--- src/rtl/dtf_pkg.sv ---
// Shared constants and types for the degenerate triangle filter.
// No dependencies; every rtl file imports this package.
package dtf_pkg;

    localparam int COORD_BITS_DEF = 16;
    localparam int INDEX_BITS_DEF = 20;

    // Squared-length datapath: 64-bit saturating, 32-bit square inputs
    localparam int AREA_W = 64;
    localparam int SQ_W   = 32;

    localparam logic [AREA_W-1:0] THRESH_RESET = 64'd1;

    typedef enum logic [1:0] {
        REASON_KEEP = 2'd0,
        REASON_DUP  = 2'd1,
        REASON_AREA = 2'd2
    } reason_t;

endpackage

--- src/rtl/dtf_edge.sv ---
// Stage 1: edge vectors from the first vertex and the repeated-index check.
// Depends on dtf_pkg.
module dtf_edge #(
    parameter int COORD_BITS = dtf_pkg::COORD_BITS_DEF,
    parameter int INDEX_BITS = dtf_pkg::INDEX_BITS_DEF
) (
    input  logic                         clk,
    input  logic                         rst_n,
    input  logic                         advance,
    input  logic                         in_valid,
    input  logic        [INDEX_BITS-1:0] index_a,
    input  logic        [INDEX_BITS-1:0] index_b,
    input  logic        [INDEX_BITS-1:0] index_c,
    input  logic signed [COORD_BITS-1:0] ax,
    input  logic signed [COORD_BITS-1:0] ay,
    input  logic signed [COORD_BITS-1:0] az,
    input  logic signed [COORD_BITS-1:0] bx,
    input  logic signed [COORD_BITS-1:0] by,
    input  logic signed [COORD_BITS-1:0] bz,
    input  logic signed [COORD_BITS-1:0] cx,
    input  logic signed [COORD_BITS-1:0] cy,
    input  logic signed [COORD_BITS-1:0] cz,
    output logic                         out_valid,
    output logic      [3*INDEX_BITS:0]   side,       // {index_c, index_b, index_a, dup}
    output logic signed [COORD_BITS:0]   e1x,
    output logic signed [COORD_BITS:0]   e1y,
    output logic signed [COORD_BITS:0]   e1z,
    output logic signed [COORD_BITS:0]   e2x,
    output logic signed [COORD_BITS:0]   e2y,
    output logic signed [COORD_BITS:0]   e2z
);
    import dtf_pkg::*;

    localparam int EW = COORD_BITS + 1;

    logic                 valid_reg;
    logic [3*INDEX_BITS:0] side_reg;
    logic signed [EW-1:0] e1x_reg, e1y_reg, e1z_reg;
    logic signed [EW-1:0] e2x_reg, e2y_reg, e2z_reg;
    logic                 dup;

    assign dup = (index_a == index_b) || (index_b == index_c) || (index_a == index_c);

    always_ff @(posedge clk or negedge rst_n)
    begin
        if (!rst_n)
        begin
            valid_reg <= 1'b0;
        end
        else if (advance)
        begin
            valid_reg <= in_valid;
        end
    end

    always_ff @(posedge clk)
    begin
        if (advance)
        begin
            side_reg <= {index_c, index_b, index_a, dup};
            e1x_reg  <= EW'(bx) - EW'(ax);
            e1y_reg  <= EW'(by) - EW'(ay);
            e1z_reg  <= EW'(bz) - EW'(az);
            e2x_reg  <= EW'(cx) - EW'(ax);
            e2y_reg  <= EW'(cy) - EW'(ay);
            e2z_reg  <= EW'(cz) - EW'(az);
        end
    end

    assign out_valid = valid_reg;
    assign side      = side_reg;
    assign e1x       = e1x_reg;
    assign e1y       = e1y_reg;
    assign e1z       = e1z_reg;
    assign e2x       = e2x_reg;
    assign e2y       = e2y_reg;
    assign e2z       = e2z_reg;

endmodule

--- config.mk ---
export PLATFORM = sky130hd
export DESIGN_NAME = dtf_edge
export DESIGN_NICKNAME = d
export VERILOG_FILES = /design/src/rtl/dtf_pkg.sv /design/src/rtl/dtf_edge.sv
export SDC_FILE = /design/constraint.sdc
export NUM_CORES = 1
export LEC_CHECK = 0
export ABC_AREA = 0
export BUFFER_PORTS_ARGS = -buffer_cell sky130_fd_sc_hd__buf_4
export CAP_MARGIN = 30
export CORE_ASPECT_RATIO = 0.9
export CORE_MARGIN = 2
export CORE_UTILIZATION = 51
export DETAILED_ROUTE_END_ITERATION = 16
export PLACE_DENSITY = 0.79
export SYNTH_ARGS = -nofsm -noshare
export SYNTH_HDL_FRONTEND = slang
export SYNTH_SLANG_ARGS = --single-unit
export TNS_END_PERCENT = 20
--- constraint.sdc ---
create_clock -name clk -period 0.8 [get_ports clk]
set_input_delay 0.04 -clock clk [delete_from_list [all_inputs] [get_ports clk]]
set_output_delay 0.04 -clock clk [all_outputs]
set_load 0.01 [all_outputs]
==> flow_summary.json, run 1 <==
{
  "port_buffers": 371,
  "status": "aborted with a tool error",
  "tool.error": "[ERROR GRT-0232] Routing congestion too high. Check the congestion heatmap in the GUI.",
  "grt_usage_pct": 67.2,
  "ys.flop_type": "edfxtp_1",
  "die_height_um": 139,
  "yosys_warnings": 0,
  "dp_hpwl_um": 26800,
  "synth_edf_count": 163,
  "synth-seq-cells": 164,
  "ctsLongestPathBuffers": 2,
  "num_io_pins": 372,
  "cts.sinks": 164,
  "postPlaceCellArea_um2": 15600,
  "synthCells": 938,
  "avgSynthCellArea_um2": 11.0,
  "syn_area_um2": 10300,
  "worstEpCategory": "register data pin",
  "cts_made_buffers": 17,
  "syn_nets": 1248,
  "synth-async-reset-ratio_pct": 0.610,
  "haltStage": "5_1_grt",
  "synth_cell_types": 57,
  "grt_max_degree": 43,
  "start_util_pct": 51.7,
  "place_congestion": 0.938,
  "die_width_um": 154,
  "htree_levels": 4,
  "crit_endpoint": "e1y[9]$_DFFE_PP_/D",
  "row_count": 49,
  "ys_seq_area_share_pct": 47.7,
  "grt.overflow.total": 7,
  "cts-root-buf": "clkbuf_16"
}
[kinds of logic after synthesis]
group	Yosys count	share of synthesized area (%)
xor+xnor	127	10.8
mux	8	0.789
simple gates	215	10.5
buf+inv	105	3.82
compound gates	217	13.5
flops	164	47.7
fa+ha+maj	102	12.8
[through the flow]
stage / setup WS [ns] / setup TNS, ns / utilization, % / instances
floorplan: -0.995 / -56.57 / - / 938
global placement: -1.25 / -84.06 / 78.4 / 1784
detailed placement: -1.31 / -87.54 / 78.4 / 1784
CTS: -0.669 / -68.64 / 92.0 / 1906
[what timing repair did]
item / in CTS
pin swaps: 111
hold buffers: 69
gates resized for setup: 292
buffers inserted: 22
endpoints found under the hold margin: 69
endpoints found under the setup margin: 248
[layer usage]
| metal | global-route usage, % | overflow |
|---|---|---|
| met4 | 75.4 | 3 |
| met2 | 91.8 | 4 |
| met1 | 63.1 | 0 |
| met3 | 44.7 | 0 |
| met5 | 1.36 | 0 |
[Yosys cell counts, drive strengths merged, types with 5 or more instances]
cell type  instances  area, um2
a21oi             67        335
o22ai              6       37.5
clkbuf            13       48.8
o31ai              8       60.1
nand4             18        113
xnor2             80        701
nor4              13       81.3
ha                96       1200
nor2b             14       95.1
a31oi             13       81.3
o31a               6       52.6
a21o              18        135
fa                 6        120
nand2b            11       68.8
edfxtp           163       4890
mux2i              7       70.1
a211oi             5       42.5
and3               7       43.8
o21bai             7       52.6
o211ai             8       60.1
nor3              13       65.1
nand3             19       95.1
nor2              57        214
inv               92        345
xor2              47        412
a41oi              5       43.8
o21ai             40        200
o21a              14        105
nand2             44        165
==> run 2, diff against run 1 <==
CORE_ASPECT_RATIO = not set   (was 0.9)
CORE_UTILIZATION = 40   (was 51)
PLACE_DENSITY = not set   (was 0.79)
PLACE_DENSITY_LB_ADDON = 0.15   (was not set)
==> flow_summary.json, run 2 <==
{
  "critical_path_class": "in2reg",
  "end_kind": "flop",
  "row_count": 58,
  "worstMarginPinSlew_ns": 0.507,
  "die_width_um": 165,
  "hold_start": "ay[0]",
  "largest_reg_flops": 61,
  "synth_top_cell_by_area": "edfxtp_1",
  "synth_edf_count": 163,
  "crit_path_start_kind": "primary input",
  "violations": "negative setup slack",
  "status": "finished with violations",
  "wirelength_um": 36700,
  "die_height_um": 165,
  "cts_made_buffers": 17,
  "relSlewSlack_pct": 65.9,
  "hold_depth": 3,
  "layout_worst_path_cycle_share_pct": 182,
  "start_util_pct": 40.8,
  "fin_util_pct": 75.1,
  "vias_per_cell": 5.11,
  "cap_violations": 0,
  "leakage_nw": 8.29,
  "nFillCells": 1650,
  "cts_tree": "yes",
  "swShare_pct": 31.4,
  "area_delta_synth_final_pct": 84.0,
  "synth-seq-cells": 164,
  "ctsLongestPathBuffers": 2,
  "power_frac_comb_pct": 37.0,
  "grt.overflow.total": 0,
  "clock_skew_ns": 0,
  "htree_levels": 4,
  "antenna_found_initial": 1,
  "syn_nets": 1248,
  "setup_viol": 247,
  "ant_nets": 0,
  "ys.flop_type": "edfxtp_1",
  "synth.most_common_cell": "edfxtp_1",
  "avgSynthCellArea_um2": 11.0,
  "maxSlewViolCount": 0,
  "layout_setup_ws_ns": -0.656,
  "cts-root-buf": "clkbuf_16",
  "path_clk_slew_ns": 0.08,
  "rsz0062_at_grt": "true",
  "seqPwrFrac_pct": 36.2,
  "synth_top_area_share_pct": 47.5,
  "synthTopCellsByCount": "edfxtp_1 (163), ha_1 (96), inv_1 (92), xnor2_1 (80), a21oi_1 (67)",
  "post-place-ws_ns": -1.28,
  "grt_first_pass_wirelength_um": 53600,
  "grt_pass1_vias": 10378,
  "clk_latency_ns": 0.43,
  "drc": 0,
  "grt_usage_pct": 25.8,
  "finalNetCount": 1956,
  "dr.first_iter.drc_count": 639,
  "dr.pass1.iters": 5,
  "grt_max_degree": 26,
  "cts.sinks": 164,
  "hold_viol_final": 0,
  "syn_area_um2": 10300,
  "ir_drop_mv": 1.47,
  "p_total_mw": 31.6,
  "path_max_fanout": 3,
  "yosys_warnings": 0,
  "dieArea_um2": 27100,
  "synth_cell_types": 57,
  "ys_seq_area_share_pct": 47.7,
  "clockPowerShare_pct": 26.8,
  "rr_worst_depth": 1,
  "core_um2": 25300,
  "num_io_pins": 372,
  "dp_hpwl_um": 26400,
  "layout_common_cells": "buf_4 (431), buf_6 (186), edfxtp_1 (163)",
  "vias": 10182,
  "fin_crit_ns": 1.46,
  "holdWs_ns": 0.0134,
  "fin_area_um2": 19000,
  "synth-async-reset-ratio_pct": 0.610,
  "worstSetupStartpoint": "ax[1]",
  "p_switching_mw": 9.94,
  "synthCells": 938,
  "place_congestion": 0.900,
  "fmax_mhz": 687,
  "synth.area.top_cells": "edfxtp_1 (47%), ha_1 (12%), xnor2_1 (6.8%), xor2_1 (4.0%), inv_1 (3.3%)",
  "min_path_type": "in2reg",
  "port_buffers": 371,
  "final_common_cell": "buf_4",
  "p_per_area_nw_per_um2": 1670,
  "worstPathRequired_ns": 0.98,
  "postPlaceCellArea_um2": 15700,
  "cp.arrival_ns": 1.64,
  "crit-reg2reg-launch": "out_valid$_DFFE_PN0P_",
  "p_int_mw": 21.7,
  "wl_per_cell_um": 18.4,
  "drive_gt1_share_pct": 51.9
}
==> run 2: cell counts after synthesis <==
Identical to the previous run, type by type.
==> run 2: through the flow <==
step,instances,TNS (ns)
3_5_place_dp,1861,-98.06
4_1_cts,1975,-69.02
6_report,1991,-69.15
3_3_place_gp,1861,-95.88
5_1_grt,1990,-78.63
2_1_floorplan,938,-56.57
==> run 2: critical path, cell delays in order <==
cell      delay, ns
buf_12         0.11
inv_6          0.05
ha_4           0.18
nor2b_4        0.12
o31a_1         0.29
or3_4          0.39
and3_4         0.16
a311oi_2       0.21
xnor2_1        0.09
==> run 2: cell families after synthesis <==
logic type               synth area share (%)
AO/OA/AOI/OAI                            13.5
XOR/XNOR                                 10.8
adder cells (fa/ha/maj)                  12.8
buffers and inverters                    3.82
flip-flops                               47.7
multiplexers                            0.789
AND/OR/NAND/NOR                          10.5
==> run 2: cell type report <==
type | instances | area, um2 | share of cell area (%)
Clock buffer | 17 | 425 | 2.24
Multi-Input combinational cell | 669 | 6260 | 33.0
Inverter | 92 | 462 | 2.43
Timing Repair Buffer | 702 | 6300 | 33.2
Clock inverter | 15 | 181 | 0.956
Sequential cell | 164 | 4920 | 25.9
Antenna cell | 2 | 5.00 | 0.0264
Tap cell | 330 | 413 | 2.18
==> run 2: power groups by stage <==
stage	logic (mW)	clock network, mW	registers, mW
after global placement	9.25	0	11.4
after CTS	10.8	8.58	11.4
after detailed placement	9.38	0	11.4
after global routing	12.6	8.94	11.5
after floorplan	3.74	0	11.9
final	11.7	8.48	11.4
==> run 2: repair_timing <==
item                       4_1_cts  5_1_grt
hold buffers                    67        2
setup endpoints to repair      246      248
buffers inserted                16       15
resized for setup              264      141
hold endpoints to repair        67        2
pin swaps                       94       63
cloned                           0        0
==> run 2: worst paths after layout <==
path	to	slack, ns
min reg2reg	out_valid$_DFFE_PN0P_	0.56
min	e2y[0]$_DFFE_PP_	0.01
max in group asynchronous	out_valid$_DFFE_PN0P_	0.25
max reg2reg	out_valid$_DFFE_PN0P_	0.03
min in group asynchronous	out_valid$_DFFE_PN0P_	0.45
max	e1x[15]$_DFFE_PP_	-0.66
==> run 2: metal layers <==
layer | routed length, um | global-route usage, % | vias to the layer above | part of all wire [%]
met1 | 13400 | 28.7 | 4774 | 36
met5 | 0 | 0 | - | 0
met3 | 3010 | 6.76 | 101 | 8.2
met4 | 1870 | 12.5 | 0 | 5.1
met2 | 18500 | 45.8 | 433 | 50
li1 | - | - | 4874 | -
Note: power is estimated with default switching activity, not from simulation.
